$ cat src/lae_ram.sv
// Generic memory with one write port and one registered read port.
module lae_ram #(
   parameter int WIDTH = 64,
   parameter int DEPTH = 64
) (
   input  logic                     clock,
   input  logic                     wr_en,
   input  logic [$clog2(DEPTH)-1:0] wr_addr,
   input  logic [WIDTH-1:0]         wr_data,
   input  logic [$clog2(DEPTH)-1:0] rd_addr,
   output logic [WIDTH-1:0]         rd_data
);

   logic [WIDTH-1:0] mem_ff [DEPTH];
   logic [WIDTH-1:0] rd_data_ff;

   // Write and read both take effect at the clock edge.
   always_ff @(posedge clock) begin
      if (wr_en) begin
         mem_ff[wr_addr] <= wr_data;
      end
      rd_data_ff <= mem_ff[rd_addr];
   end

   assign rd_data = rd_data_ff;

endmodule

$ cat config.mk
export PLATFORM = sky130hd
export DESIGN_NAME = lae_ram
export DESIGN_NICKNAME = d
export VERILOG_FILES = /design/src/lae_ram.sv
export SDC_FILE = /design/constraint.sdc
export NUM_CORES = 2
export LEC_CHECK = 0
export BUFFER_PORTS_ARGS = -buffer_cell sky130_fd_sc_hd__buf_2
export CORE_MARGIN = 8
export CORE_UTILIZATION = 35
export DETAILED_ROUTE_END_ITERATION = 8
export GPL_TIMING_DRIVEN = 0
export PLACE_DENSITY = 0.59
export SYNTH_ARGS = -nofsm -noshare
export SYNTH_HDL_FRONTEND = slang
export SYNTH_SLANG_ARGS = --single-unit
$ cat constraint.sdc
create_clock -name clock -period 5.9 [get_ports clock]
set_input_delay 0.59 -clock clock [delete_from_list [all_inputs] [get_ports clock]]
set_output_delay 0.59 -clock clock [all_outputs]
set_load 0.02 [all_outputs]
# Yosys cells after proc, flatten, opt, wreduce, memory -nomap -nowiden
# Memories as Yosys holds them, arrays and structs flattened. A register that Yosys moved wholly into a read port is not among the register bits.
# Index checks and enable logic that the tools add are counted.
# word_totals
ff_bits	0
ram_bits	4096
in_bits	78
output_inout_bits	64
mem_count	1
# mem_list
name	depth	word_bits	read_ports	rd_clocked_by_memory_dff	wr	line	rtl
mem_ff	64	64	1	1	1	14	logic [WIDTH-1:0] mem_ff [DEPTH];
# classes
mux	2
# ops
op	count
$mux 1	2

# Depth between registers and ports, before layout
# depth
ltp_word	2
ltp_mapped	9
ltp_nobuf	5

# Worst setup path before layout
# Ideal clock, no wire load.
# synth_path
path_type	input -> register
from	in wr_addr[3]
to	mem mem_ff[48][0], enable pin
setup_time_ns	0.564
t_arrival_ns	5.462
setup_slack_ns	-0.126
stages	4
path_buffers	1
cell_sequence	clkbuf_1 > nor2b_1 > nand4b_1 > nor3_1
# synth_rtl
element	line	rtl
start, declared	8	input logic [$clog2(DEPTH)-1:0] wr_addr,
end, declared	14	
# No word-level cell before the write port.

==> results.toml <==
[finish]
nets = 7413
layout_commonest_cell = "edfxtp_1"
final_core_util_pct = 40.82
fin_cells = 13620
layout-drive-gt1-share_pct = 29.01
fin_area_sq_mm = 0.1817
syn2layout_area_growth_pct = 16.20
final_cell_mix = "4096 x edfxtp_1, 1024 x mux4_2, 405 x clkbuf_16"

[floorplanning]
core_area_sq_mm = 0.4451
die_x_um = 684.4
die_h_um = 684.4
die_area_sq_mm = 0.4684
initial_core_util_pct = 35.13
rows = 245
pin_count = 142

[critical_path]
reg2reg_depth = 5
max_stage_delay_ns = 1.09
start_kind = "input port"
critical_path.cell_chain = "buf_2 > buf_4 > buf_2 > buf_2 > buf_4 > mux2i_1 > o22ai_1 > a31oi_1 > a211oi_1"
reg2reg_slack_ns = 2.84
crit_slowest_cell = "a211oi_1"
worstReg2RegEnd = "rd_data[33]"
crit_type = "input port to flip-flop"
worst_path_most_repeated_cell = "buf_2"
crit_arrival_ns = 4.84
cp-end-kind = "flip-flop"
path_max_fanout = 11
worst_ep_required_time_ns = 6.59
r2r_start = "mem_ff[58][33]"

[yosys]
synth_area_leader_cell = "edfxtp_1"
ys_seq_area_share_pct = 79.49
synth_top_area_share_pct = 78.67
synthesis.area_sq_mm = 0.1563
ys_warn_count = 0
synth_seq_cells = 4160
synth_cells = 6598
synth_cell_types = 33
synth.avg_cell_area_sq_um = 23.70
synthTopCellsByArea = "edfxtp_1 79%, mux4_2 15%, mux2i_1 0.86%, dfxtp_1 0.82%, a22oi_1 0.81%"
synth_nets = 6676

[cts]
post-cts-setup-buffers = 0
ctsResizeCount = 0
cts.clk_slew.worst_paths_ns = 0.06
hold_buffers = 0
htree_levels = 5
cts_root_buf = "clkbuf_16"
clkLatencyLatePin_ns = 0.93
ctsLongestPathBuffers = 4
numCtsBuffers = 401
tritoncts = "yes"
clock-sinks = 4160

[place]
postPlaceCellArea_sq_mm = 0.1690
io_buffers = 133
place.gp.congestion = 0.8164
dp_slack_ns = 0.6344
place_inst = 12860
dpl.hpwl_mm = 293.1

[detailed_routing]
dr.first_iter.drc_count = 9702
drtPass1Iterations = 6
antenna_left = 0
avgViaCountPerCell = 5.510
num_vias = 75030
wl_per_cell_um = 31.94
remaining_drc_errors = 0
drt_wl_total_mm = 435.0

[grt]
grt_pass1_wl_mm = 602.3
overflow = 0
antenna_found_initial = 72
grt_use_total_pct = 18.03
grt_max_degree = 65
grt_pass1_vias = 76390

[timing]
setup_tns_ns = 0
fmax_mhz = 241.0
skew_ns = 0.04318
finalSetupViolCount = 0
worst_pin_slew_ns = 1.589
rsz0062_at_grt = "false"
max_slew_margin_pct = -6.568
drv_slew = 7
hold_slack_ns = 0.09186
layout_min_cycle_time_ns = 4.149
period_share_pct = 70.33
setup_slack_ns = 1.751
final_hold_viol_count = 0

[worst_hold_path]
hp-class = "input port to flip-flop"
hold_path_depth = 1
min_from = "wr_data[15]"
min_to = "mem_ff[50][15]"

[outcome]
violations = "max-capacitance violations, max-slew violations"
status = "complete, but fails checks"

[job]
max-cap-violations = 3

[pwr]
leakagePower_nw = 56.00
peakVddDrop_mv = 0.2633
p_per_area_mw_per_mm2 = 335.1
finalPower_mw = 60.87
-- synth_stat cells (all sizes together) --
library cell / count
o221ai: 38
mux2i: 135
or3b: 1
o22ai: 83
or2: 28
nand2b: 11
a31o: 1
a211oi: 63
nand4: 2
and2: 3
a2bb2oi: 19
nor2b: 28
inv: 19
edfxtp: 4096
clkbuf: 140
buf: 230
nor3: 2
a22o: 88
nand4b: 1
mux4: 1024
a41oi: 26
a22oi: 168
dfxtp: 64
nor2: 112
or3: 29
a31oi: 18
nand3b: 2
nand2: 58
and3: 64
nand3: 45
-- power breakdown --
part           leakage, nW  switching, mW  internal, mW  total, mW
clock network         6.13           10.9          13.9       24.8
logic                 12.5           2.23          1.06       3.29
registers             37.4         0.0661          32.7       32.8
-- layout make-up --
cell class,instances,area (sq um)
antenna,33,82.58
buffer,370,1783
clock buffer,505,10630
clock inverter,220,1894
fill,38410,263400
inverter,19,71.32
multi-input combinational,2049,30720
sequential,4160,124300
tap,5928,7417
timing repair buffer,334,4795
-- worst max-delay path, delay by kind of cell --
family          cells  cell delay [ns]
mux                 1             0.20
buf+inv             5             2.13
compound gates      3             1.87
-- routing by layer --
metal / track usage (%) / wire length, um / up-vias
met5: 0 / 236 / -
met4: 6.859 / 17630 / 38
met3: 2.892 / 34250 / 703
met2: 30.37 / 215000 / 3520
met1: 23.56 / 167900 / 40760
li1: - / - / 30020
-- worst max path at each step --
stage | start | endpoint | slack, ns | cells after the start
floorplan | wr_addr[5] | mem_ff[39][0] | 1.28 | 4
global placement | wr_addr[5] | mem_ff[39][27] | -2.84 | 4
detailed placement | rd_addr[2] | rd_data[51] | 0.63 | 8
CTS | rd_addr[2] | rd_data[51] | 1.59 | 8
global route | rd_addr[2] | rd_data[6] | 1.88 | 9
finish | rd_addr[2] | rd_data[6] | 1.75 | 9
-- sequential cells by signal (all words and copies together), names as in the netlist --
register  count
mem_ff     4096
rd_data      64
-- cell families after synthesis --
| kind of cell | count (synthesis) | share of synthesized area [%] |
|---|---|---|
| buffers and inverters | 389 | 1.180 |
| AND/OR/NAND/NOR | 386 | 1.240 |
| flip-flops | 4160 | 79.49 |
| multiplexers | 1159 | 15.61 |
| AO/OA/AOI/OAI | 504 | 2.477 |
Power figures use the tool's default switching activity.
