`src/lae_pkg.sv`:
```
// Shared types and constants of the life automaton engine.
package lae_pkg;

   // Item kinds carried in the request word.
   localparam logic [1:0] KindWrite = 2'd0;
   localparam logic [1:0] KindStep  = 2'd1;
   localparam logic [1:0] KindRead  = 2'd2;

   // Neighbor counts of rule B3/S23.
   localparam logic [3:0] BirthCount   = 4'd3;
   localparam logic [3:0] SurviveCount = 4'd2;

   // One request word.
   typedef struct packed {
      logic [1:0]  kind;
      logic [5:0]  row_index;
      logic [63:0] row_cells;
   } req_type;

   // One response word.
   typedef struct packed {
      logic [63:0] read_cells;
      logic [15:0] generation;
   } rsp_type;

   // Sequencer states.
   typedef enum logic [1:0] {
      StClear,
      StIdle,
      StRead,
      StStep
   } state_type;

endpackage

```
`src/lae_row_unit.sv`:
```
// Next-generation evaluator for one row, given the rows above and below.
module lae_row_unit
   import lae_pkg::*;
#(
   parameter int WIDTH = 64
) (
   input  logic [WIDTH-1:0] row_up,
   input  logic [WIDTH-1:0] row_mid,
   input  logic [WIDTH-1:0] row_down,
   input  logic             edge_row,
   output logic [WIDTH-1:0] row_next
);

   // The first and last columns are border cells and always die.
   assign row_next[0]       = 1'b0;
   assign row_next[WIDTH-1] = 1'b0;

   // Every interior column counts its eight neighbors independently.
   for (genvar x = 1; x < WIDTH - 1; x++) begin : g_col
      logic [7:0] nbrs;
      logic [3:0] count;

      assign nbrs  = {row_up[x+1:x-1], row_down[x+1:x-1], row_mid[x+1], row_mid[x-1]};
      assign count = 4'($countones(nbrs));
      assign row_next[x] = !edge_row &&
                           ((count == BirthCount) || (row_mid[x] && count == SurviveCount));
   end

endmodule

```
`config.mk`:
```
export PLATFORM = sky130hd
export DESIGN_NAME = lae_row_unit
export DESIGN_NICKNAME = d
export VERILOG_FILES = /design/src/lae_pkg.sv /design/src/lae_row_unit.sv
export SDC_FILE = /design/constraint.sdc
export NUM_CORES = 1
export LEC_CHECK = 0
export ABC_AREA = 1
export BUFFER_PORTS_ARGS = -buffer_cell sky130_fd_sc_hd__buf_2
export CAP_MARGIN = 20
export CORE_MARGIN = 5
export CORE_UTILIZATION = 55
export DETAILED_ROUTE_END_ITERATION = 7
export PLACE_DENSITY = 0.88
export SLEW_MARGIN = 10
export SYNTH_ARGS = -nofsm -noshare
export SYNTH_HDL_FRONTEND = slang
export SYNTH_SLANG_ARGS = --single-unit
```
`constraint.sdc`:
```
create_clock -name vclk -period 7.1
set_clock_uncertainty 0.15 [all_clocks]
set_input_delay 0 -clock vclk [all_inputs]
set_output_delay 0 -clock vclk [all_outputs]
set_load 0.005 [all_outputs]
```
* Word-level counts from Yosys, hierarchy flattened
Index checks and enable logic that the tools add are counted.
** Storage, ports and cells
- Register bits :: 0
- Latch bits :: 0
- Memory bits (writable) :: 0
- ROM bits :: 0
- Input port bits :: 193
- Output and inout bits :: 64
- Logic and storage cells :: 745
- Memories kept :: 0
** Operators by class
- Add/subtract/negate cells :: 434
- Multipliers :: 0
- Div/mod/pow operators :: 0
- Magnitude comparators :: 0
- Equality and inequality tests :: 124
- Shift-type cells :: 0
- Multiplexer cells :: 0
- Bitwise operators :: 0
- Reductions and logical operators :: 187
** Operators by type and width (count)
- $add A1 B1 Y2 :: 248
- $eq A4 B2 Y1 const B :: 124
- $add A2 B2 Y3 :: 124
- $add A3 B3 Y4 :: 62
- $logic_and A1 B1 Y1 :: 124
- $logic_or A1 B1 Y1 :: 62
- $logic_not A1 Y1 :: 1

* Longest topological paths before layout
Gate-level depths: netlist of run 1.
- Depth after elaboration :: 7
- Gate-level depth with buffers :: 11
- Gate-level depth less buffers :: 11

* Worst setup path before layout of run 1
No wires, ideal clock.
- Path type :: input port to output port
- Start point :: in row_up[22]
- End point :: out row_next[23]
- Arrival time :: 2.518 ns
- Data required time :: 6.950 ns
- Path slack :: 4.432 ns
- Cell stages on the path :: 11
- Path buffers :: 0
- Cell sequence :: inv_1 > fa_1 > fa_1 > fa_1 > inv_1 > ha_1 > fa_1 > inv_1 > nor2_1 > nand3_1 > nor2_1
** On the way
- Longest elaborated chain between the ends :: 7
- Elaborated cells between the ends (all ways) :: 8
- Those cells by class :: add/sub (3); eq/ne (2); reduce/logical (3)
** RTL lines
- start: declaration :: RTL line lae_row_unit.sv:7 : input logic [WIDTH-1:0] row_up,
- $add A1 B1 Y2 (implied by the code) * :: RTL line lae_row_unit.sv:24 : assign count = 4'($countones(nbrs));
- $add A2 B2 Y3 (implied by the code) * :: RTL line lae_row_unit.sv:24
- $add A3 B3 Y4 (implied by the code) * :: RTL line lae_row_unit.sv:24
- $eq A4 B2 Y1 :: RTL line lae_row_unit.sv:26 : ((count == BirthCount) || (row_mid[x] && count == SurviveCount));
- $logic_and A1 B1 Y1 :: RTL line lae_row_unit.sv:26
- $logic_or A1 B1 Y1 * :: RTL line lae_row_unit.sv:26
- $logic_and A1 B1 Y1 * :: RTL line lae_row_unit.sv:25 : assign row_next[x] = !edge_row &&
- end: declaration :: RTL line lae_row_unit.sv:11 : output logic [WIDTH-1:0] row_next
Every way passes the cells marked *; elsewhere a longest branch is shown, timed or not.

* Worst setup path after layout of run 1
- Start point :: in row_mid[5]
- End point :: out row_next[6]
** On the way
- Longest elaborated chain between the ends :: 7
- Elaborated cells between the ends (all ways) :: 8
- Those cells by class :: add/sub (3); eq/ne (2); reduce/logical (3)
** RTL lines
- start: declaration :: RTL line lae_row_unit.sv:8 : input logic [WIDTH-1:0] row_mid,
- $add A1 B1 Y2 (implied by the code) * :: RTL line lae_row_unit.sv:24
- $add A2 B2 Y3 (implied by the code) * :: RTL line lae_row_unit.sv:24
- $add A3 B3 Y4 (implied by the code) * :: RTL line lae_row_unit.sv:24
- $eq A4 B2 Y1 :: RTL line lae_row_unit.sv:26
- $logic_and A1 B1 Y1 :: RTL line lae_row_unit.sv:26
- $logic_or A1 B1 Y1 * :: RTL line lae_row_unit.sv:26
- $logic_and A1 B1 Y1 * :: RTL line lae_row_unit.sv:25
Marks and branches as above.

==> results.json, run 1 <==
{
  "synth_top_family_by_area": "adder cells",
  "drv_slew": 0,
  "ys_seq_area_frac": 0,
  "synthMuxAreaShare": 0,
  "path_buf_inv": 5,
  "synthAdderAreaFrac": 0.608,
  "worstPathRequired_ns": 6.95,
  "seqCellArea_um2": 0,
  "drcViolationCount": 0,
  "post-cts-setup-buffers": 0,
  "cp_common_cell": "fa_1",
  "vias_per_cell": 4.63,
  "die_h_um": 158,
  "core_mm2": 0.0216,
  "dr.pass1.iters": 5,
  "dpl_cell_area_mm2": 0.0135,
  "start_kind": "input port",
  "design.seq.count": 0,
  "synth-compound-area-share": 0.0259,
  "yosysUniqueCellTypes": 10,
  "final-hold-violation-count": 0,
  "cp_data_arrival_time_ns": 2.97,
  "maxCapViolations": 0,
  "dp_hpwl_mm": 24.8,
  "leakage_nw": 8.75,
  "hp-class": "in -> out",
  "tns_ns": 0,
  "num_rows": 54,
  "grt_pass1_vias": 11000,
  "die_w_um": 158,
  "grt.busiest_layer": "met2",
  "cts_hold_buffers": 0,
  "relSlewSlack": 0.416,
  "yosys_warnings": 0,
  "layout_min_cycle_time_ns": 3.12,
  "fin_util": 0.626,
  "grt.overflow.total": 0,
  "cp_top_family": "adder cells",
  "routed_wirelength_mm": 26.3,
  "status": "completed",
  "max_freq_mhz": 321,
  "period_share": 0.439,
  "grt_use_met1": 0.255,
  "antenna_found_initial": 4,
  "final_common_cell": "inv_1",
  "grt_util_met2": 0.418,
  "ios": 257,
  "fillCellCount": 1834,
  "wl_per_cell_um": 12.2,
  "use_met3": 0.0282,
  "postCtsResizedCells": 0,
  "gp_congestion": 0.921,
  "cp-end-kind": "output port",
  "io_buffers": 255,
  "syn_area_per_cell_um2": 7.37,
  "area_growth_pct": 12.9,
  "track_usage": 0.216,
  "finalSetupViolCount": 0,
  "synthSimpleGateAreaFrac": 0.142,
  "ir_drop_uv": 75.3,
  "path_cells": "buf_2 -> inv_1 -> fa_1 -> fa_1 -> fa_1 -> inv_1 -> ha_1 -> fa_1 -> inv_1 -> nor2_1 -> nand3_1 -> nor2_1 -> buf_2",
  "netlist_area_mm2": 0.0120,
  "powerDensity_mw_per_mm2": 138,
  "synthXorXnorAreaFrac": 0,
  "netlist_instances": 1627,
  "grt_max_degree": 63,
  "crit_slowest_cell": "fa_1",
  "crit_fanout": 3,
  "grt_pass1_wl_mm": 45.6,
  "die_area_mm2": 0.0248,
  "rsz0062_at_grt": "no",
  "clkbuf_count": 0,
  "dr_total_vias": 9978,
  "drt_iter0_drc": 278,
  "final_cell_mix": "inv_1, buf_2, fa_1",
  "cp_slowest_stage_delay_ns": 0.50,
  "final_nets": 2504,
  "fin_area_mm2": 0.0135,
  "final_layout_size_suffix_gt1_frac": 0.137,
  "ant_nets": 0,
  "criticalPathCategory": "in -> out",
  "start_util": 0.554,
  "max_slew.worst_pin.slew_ns": 0.876
}
## through the flow
step | std cells | worst slack [ns] | power, mW | hold slack, ns
after floorplan | 1628 | 4.43 | 1.38 | 0.0642
after global placement | 2155 | 4.01 | 1.73 | 0.323
after detailed placement | 2155 | 3.95 | 1.88 | 0.336
after CTS | 2155 | 3.94 | 1.89 | 0.338
after global routing | 2157 | 3.82 | 2.23 | 0.390
final | 2157 | 3.98 | 1.87 | 0.335
## area by class of cell
cell class	count	area, µm²	share of cell area
Multi-Input combinational cell	932	9320	0.688
Antenna cell	2	5.00	0.000370
Timing Repair Buffer	256	1280	0.0949
Tap cell	280	350	0.0259
Inverter	687	2580	0.191
## synth_stat cells, drive strengths merged
| cell | n | share of area |
|---|---|---|
| nand3 | 62 | 0.026 |
| fa | 248 | 0.41 |
| nand2 | 186 | 0.058 |
| buf | 9 | 0.0078 |
| a21oi | 62 | 0.026 |
| ha | 186 | 0.19 |
| conb | 1 | 0.00031 |
| inv | 687 | 0.22 |
| nor2 | 186 | 0.058 |
## power by group
part           switching (mW)  internal, mW    total [mW]
Combinational            1.07         0.798          1.87
Sequential                  0             0             0
Clock                       0  0.0000000377  0.0000000377
## worst paths after layout
check | start | to | slack, ns | cells past startpoint
min | row_mid[62] | row_next[62] | 0.33 | 6
max | row_mid[5] | row_next[6] | 3.98 | 13
## layer usage
layer	part of all wire	wire [µm]
met5	0.00027	7
met4	0.019	505
met3	0.065	1700
met2	0.53	14100
met1	0.38	10000
## logic make-up (layout without fill, tap and decap cells)
logic type,count (synthesis),after routing
buf+inv,696,943
other cells,1,4
fa+ha+maj,434,434
compound gates,62,62
simple gates,434,434
No activity file was read; power rests on OpenSTA's default activity.
==> run 2: changes to the inputs <==
- clock period: 7.1 -> 2.9 ns (I/O delays scaled with it)
==> run 2 against run 1 <==
  * The run now ends with negative setup slack left
  * Final area rose by 15%
  * Count of clock-buffer cells in the layout is the same
  * Routed wire length is 28% higher
  * Setup slack worse by 4.2 ns
  * Global-route usage grew 3.7 points
  * Combinational power grew to 2.9 times the previous value
  * Cell count rose by 5.6%
  * Via count rose by 12%
  * Core utilization increased by 9.3 points
  * First-iteration DRC count grew 55%
  * Non-clock buffer count grew 121
  * Critical path type unchanged
==> results.json, run 2 (synthesized netlist as in run 1, its figures left out) <==
{
  "fin_cells": 2278,
  "die_h_um": 158,
  "status": "complete, but fails checks",
  "drv_slew": 0,
  "io_buffers": 255,
  "criticalPathCategory": "in -> out",
  "fin_area_mm2": 0.0155,
  "grt_max_degree": 37,
  "start_util": 0.554,
  "rsz0062_at_grt": "yes",
  "max_freq_mhz": 320,
  "final_nets": 2625,
  "die_area_mm2": 0.0248,
  "ios": 257,
  "grt_pass1_vias": 12300,
  "ant_nets": 0,
  "maxCapViolations": 0,
  "grt_pass1_wl_mm": 52.2,
  "dpl_cell_area_mm2": 0.0144,
  "cts_hold_buffers": 0,
  "dpl.cell_count": 2274,
  "num_rows": 54,
  "violations": "negative setup slack",
  "drt_iter0_drc": 430,
  "core_mm2": 0.0216,
  "layout_min_cycle_time_ns": 3.12,
  "max_slew.worst_pin.slew_ns": 0.941,
  "drcViolationCount": 0,
  "antenna_found_initial": 2,
  "final_common_cell": "inv_1",
  "cp_data_arrival_time_ns": 2.97,
  "leakage_nw": 9.37,
  "start_kind": "input port",
  "hp-class": "in -> out",
  "seqCellArea_um2": 0,
  "grt.overflow.total": 0,
  "wl_per_cell_um": 14.8,
  "area_growth_pct": 29.6,
  "powerDensity_mw_per_mm2": 347,
  "worstPathRequired_ns": 2.75,
  "vias_per_cell": 4.91,
  "timing.critical_path.from": "row_mid[19]",
  "dr.pass1.iters": 7,
  "crit_fanout": 2,
  "track_usage": 0.253,
  "fin_ws_ns": -0.221,
  "relSlewSlack": 0.373,
  "final-hold-violation-count": 0,
  "final_cell_mix": "inv_1, fa_1, nand2_1, buf_2, nor2_1",
  "dp_hpwl_mm": 27.4,
  "cp-end-kind": "output port",
  "routed_wirelength_mm": 33.7,
  "final_layout_size_suffix_gt1_frac": 0.294,
  "dr_total_vias": 11200,
  "clkbuf_count": 0,
  "gp_congestion": 0.895,
  "finalSetupViolCount": 47,
  "die_w_um": 158,
  "design.seq.count": 0,
  "ir_drop_uv": 187,
  "period_share": 1.08,
  "setup.worst_path.end": "row_next[20]",
  "total_power_mw": 5.39
}
==> run 2: worst min-delay path by stage <==
stage / to / depth (start not counted) / start
4_1_cts: row_next[62] / 6 / row_mid[62]
6_report: row_next[62] / 6 / row_mid[62]
5_1_grt: row_next[62] / 6 / row_mid[62]
3_5_place_dp: row_next[62] / 6 / row_mid[62]
3_3_place_gp: row_next[62] / 6 / row_mid[62]
2_1_floorplan: row_next[1] / 4 / row_mid[1]
==> run 2: area by class of cell <==
| class | count | area (µm²) |
|---|---|---|
| multi-input cells | 932 | 9750 |
| well taps | 280 | 350 |
| fillers | 1411 | 6080 |
| diodes | 2 | 5.00 |
| inverters | 687 | 2710 |
| repair buffers | 377 | 2720 |
==> run 2: timing repair <==
action / CTS / global route
setup buffers: 0 / 2
pin swaps: 150 / 91
endpoints found under the setup margin: 62 / 62
gates resized for setup: 215 / 173
==> run 2: stage by stage <==
step | setup TNS (ns) | worst slack, ns | util | hold slack (ns)
final | -2.23 | -0.221 | 0.719 | 0.330
after global routing | -8.63 | -0.291 | 0.719 | 0.389
after CTS | -3.17 | -0.120 | 0.690 | 0.323
after detailed placement | -7.41 | -0.210 | 0.667 | 0.336
after global placement | -3.71 | -0.208 | 0.667 | 0.321
after floorplan | 0 | 0.232 | - | 0.0642
==> run 2: report_power, final <==
part	switching, mW	total [mW]	internal, mW
clock network	0	0.0000000922	0.0000000922
logic	3.03	5.39	2.36
registers	0	0	0
total	3.03	5.39	2.36
==> run 2: per-layer routing <==
metal	routed length, µm	up-vias	track usage
li1	-	5252	-
met1	11600	5319	0.271
met2	18200	438	0.496
met3	1820	172	0.0282
met4	2080	0	0.113
met5	0	-	0
==> run 2: worst max-delay path: stages <==
cell and delay (ns):
buf_2 0.10, inv_1 0.10, fa_2 0.46, fa_1 0.52, fa_1 0.50, inv_1 0.04, ha_2 0.18, fa_1 0.49
inv_1 0.05, nor2_1 0.10, nand3_1 0.12, nor2_1 0.17, buf_2 0.14
==> run 3: changes to the inputs <==
- clock period: 2.9 -> 3.4 ns (I/O delays scaled with it)
==> run 3 against run 2 <==
  * The flow now finishes without violations
  * Global-route usage shrank 3.9 points
  * Sequential share of layout area is the same
  * Hold slack gained 0.0061 ns
  * Routed wire length shrank 23%
  * Critical endpoint is now row_next[7]
==> results.json, run 3 (synthesized netlist as in run 1, its figures left out) <==
{
  "clkbuf_count": 0,
  "io_buffers": 255,
  "criticalPathCategory": "in -> out",
  "ir_drop_uv": 150,
  "routed_wirelength_mm": 26.1,
  "dr.pass1.iters": 5,
  "path_cells": "buf_2 -> inv_1 -> fa_1 -> fa_1 -> fa_1 -> inv_1 -> ha_1 -> fa_1 -> inv_1 -> nor2_1 -> nand3_1 -> nor2_1 -> buf_2",
  "maxCapViolations": 0,
  "period_share": 0.924,
  "combPwrFrac": 1.000,
  "seqCellArea_um2": 0,
  "multiInputGateArea_mm2": 0.00932,
  "final_nets": 2505,
  "seqPwrFrac": 0,
  "num_rows": 54,
  "crit_fanout": 3,
  "final-hold-violation-count": 0,
  "worstPathRequired_ns": 3.25,
  "die_area_mm2": 0.0248,
  "p_clk_frac": 0,
  "drv_slew": 0,
  "p_int_mw": 1.67,
  "status": "completed",
  "max_slew.worst_pin.slew_ns": 0.538,
  "core_mm2": 0.0216,
  "whs_ns": 0.336,
  "gp_congestion": 0.905,
  "crit_slowest_cell": "fa_1",
  "powerDensity_mw_per_mm2": 288,
  "swShare": 0.572,
  "design.seq.count": 0,
  "fin_area_mm2": 0.0135,
  "vias_per_cell": 4.63,
  "cp_common_cell": "fa_1",
  "cts_hold_buffers": 0,
  "grt.overflow.total": 0,
  "start_kind": "input port",
  "final_common_cell": "inv_1",
  "relSlewSlack": 0.641,
  "cp-end-kind": "output port",
  "cp_data_arrival_time_ns": 2.99,
  "grt_max_degree": 25,
  "drcViolationCount": 0,
  "die_w_um": 158,
  "post-cts-setup-buffers": 0,
  "grt_pass1_vias": 10700,
  "antenna_found_initial": 5,
  "dpl_cell_area_mm2": 0.0135,
  "wl_per_cell_um": 12.1,
  "ant_nets": 0,
  "ios": 257,
  "leakage_nw": 8.76,
  "power_switching_mw": 2.23,
  "final_cell_mix": "inv_1, buf_2, fa_1",
  "dp_hpwl_mm": 24.7,
  "start_util": 0.554,
  "grt_pass1_wl_mm": 45.1,
  "drt_iter0_drc": 326,
  "hp-class": "in -> out",
  "rsz0062_at_grt": "no",
  "tns_ns": 0,
  "cp_slowest_stage_delay_ns": 0.49,
  "dr_total_vias": 10000,
  "track_usage": 0.214,
  "finalSetupViolCount": 0,
  "postCtsResizedCells": 0,
  "max_freq_mhz": 318,
  "fillCellCount": 1811,
  "layout_min_cycle_time_ns": 3.14,
  "area_growth_pct": 13.0,
  "die_h_um": 158,
  "final_layout_size_suffix_gt1_frac": 0.137
}
## run 3: changes by cell type in the layout (fill, tap and decap cells not counted), sizes merged
cell	delta
buf	-120
diode	+3
## run 3: power by group through the flow
stage | clock network, mW | logic (mW) | registers, mW
floorplan | 0 | 2.88 | 0
global placement | 0 | 3.60 | 0
detailed placement | 0 | 3.92 | 0
CTS | 0 | 3.95 | 0
global route | 0.000000118 | 4.68 | 0
finish | 0.000000197 | 3.90 | 0
## run 3: final cells by class
cell class,count,area share
Timing Repair Buffer,257,0.0953
Inverter,687,0.190
Antenna cell,5,0.000923
Multi-Input combinational cell,932,0.688
Tap cell,280,0.0259
## run 3: routing by layer
layer | wire, µm | track usage
met1 | 10200 | 0.254
met2 | 13700 | 0.411
met3 | 1540 | 0.0257
met4 | 606 | 0.0508
met5 | 21 | 0
## run 3: path summary, 6_finish.rpt
kind / from / end / slack (ns) / depth (start not counted)
hold / removal: row_mid[1] / row_next[1] / 0.34 / 6
setup / recovery: row_mid[6] / row_next[7] / 0.26 / 13
## run 3: through the flow
stage | total power, mW | setup WS (ns) | cells | utilization
final | 3.90 | 0.260 | 2161 | 0.627
after global routing | 4.68 | 0.0827 | 2159 | 0.626
after CTS | 3.95 | 0.259 | 2156 | 0.626
after detailed placement | 3.92 | 0.267 | 2156 | 0.626
after global placement | 3.60 | 0.298 | 2156 | 0.626
after floorplan | 2.88 | 0.732 | 1628 | -
## run 3: critical path, delay by kind of cell
family / cells / cell delay, ns
AND/OR/NAND/NOR: 3 / 0.38
adder cells (fa/ha/maj): 5 / 2.09
buffers and inverters: 5 / 0.51
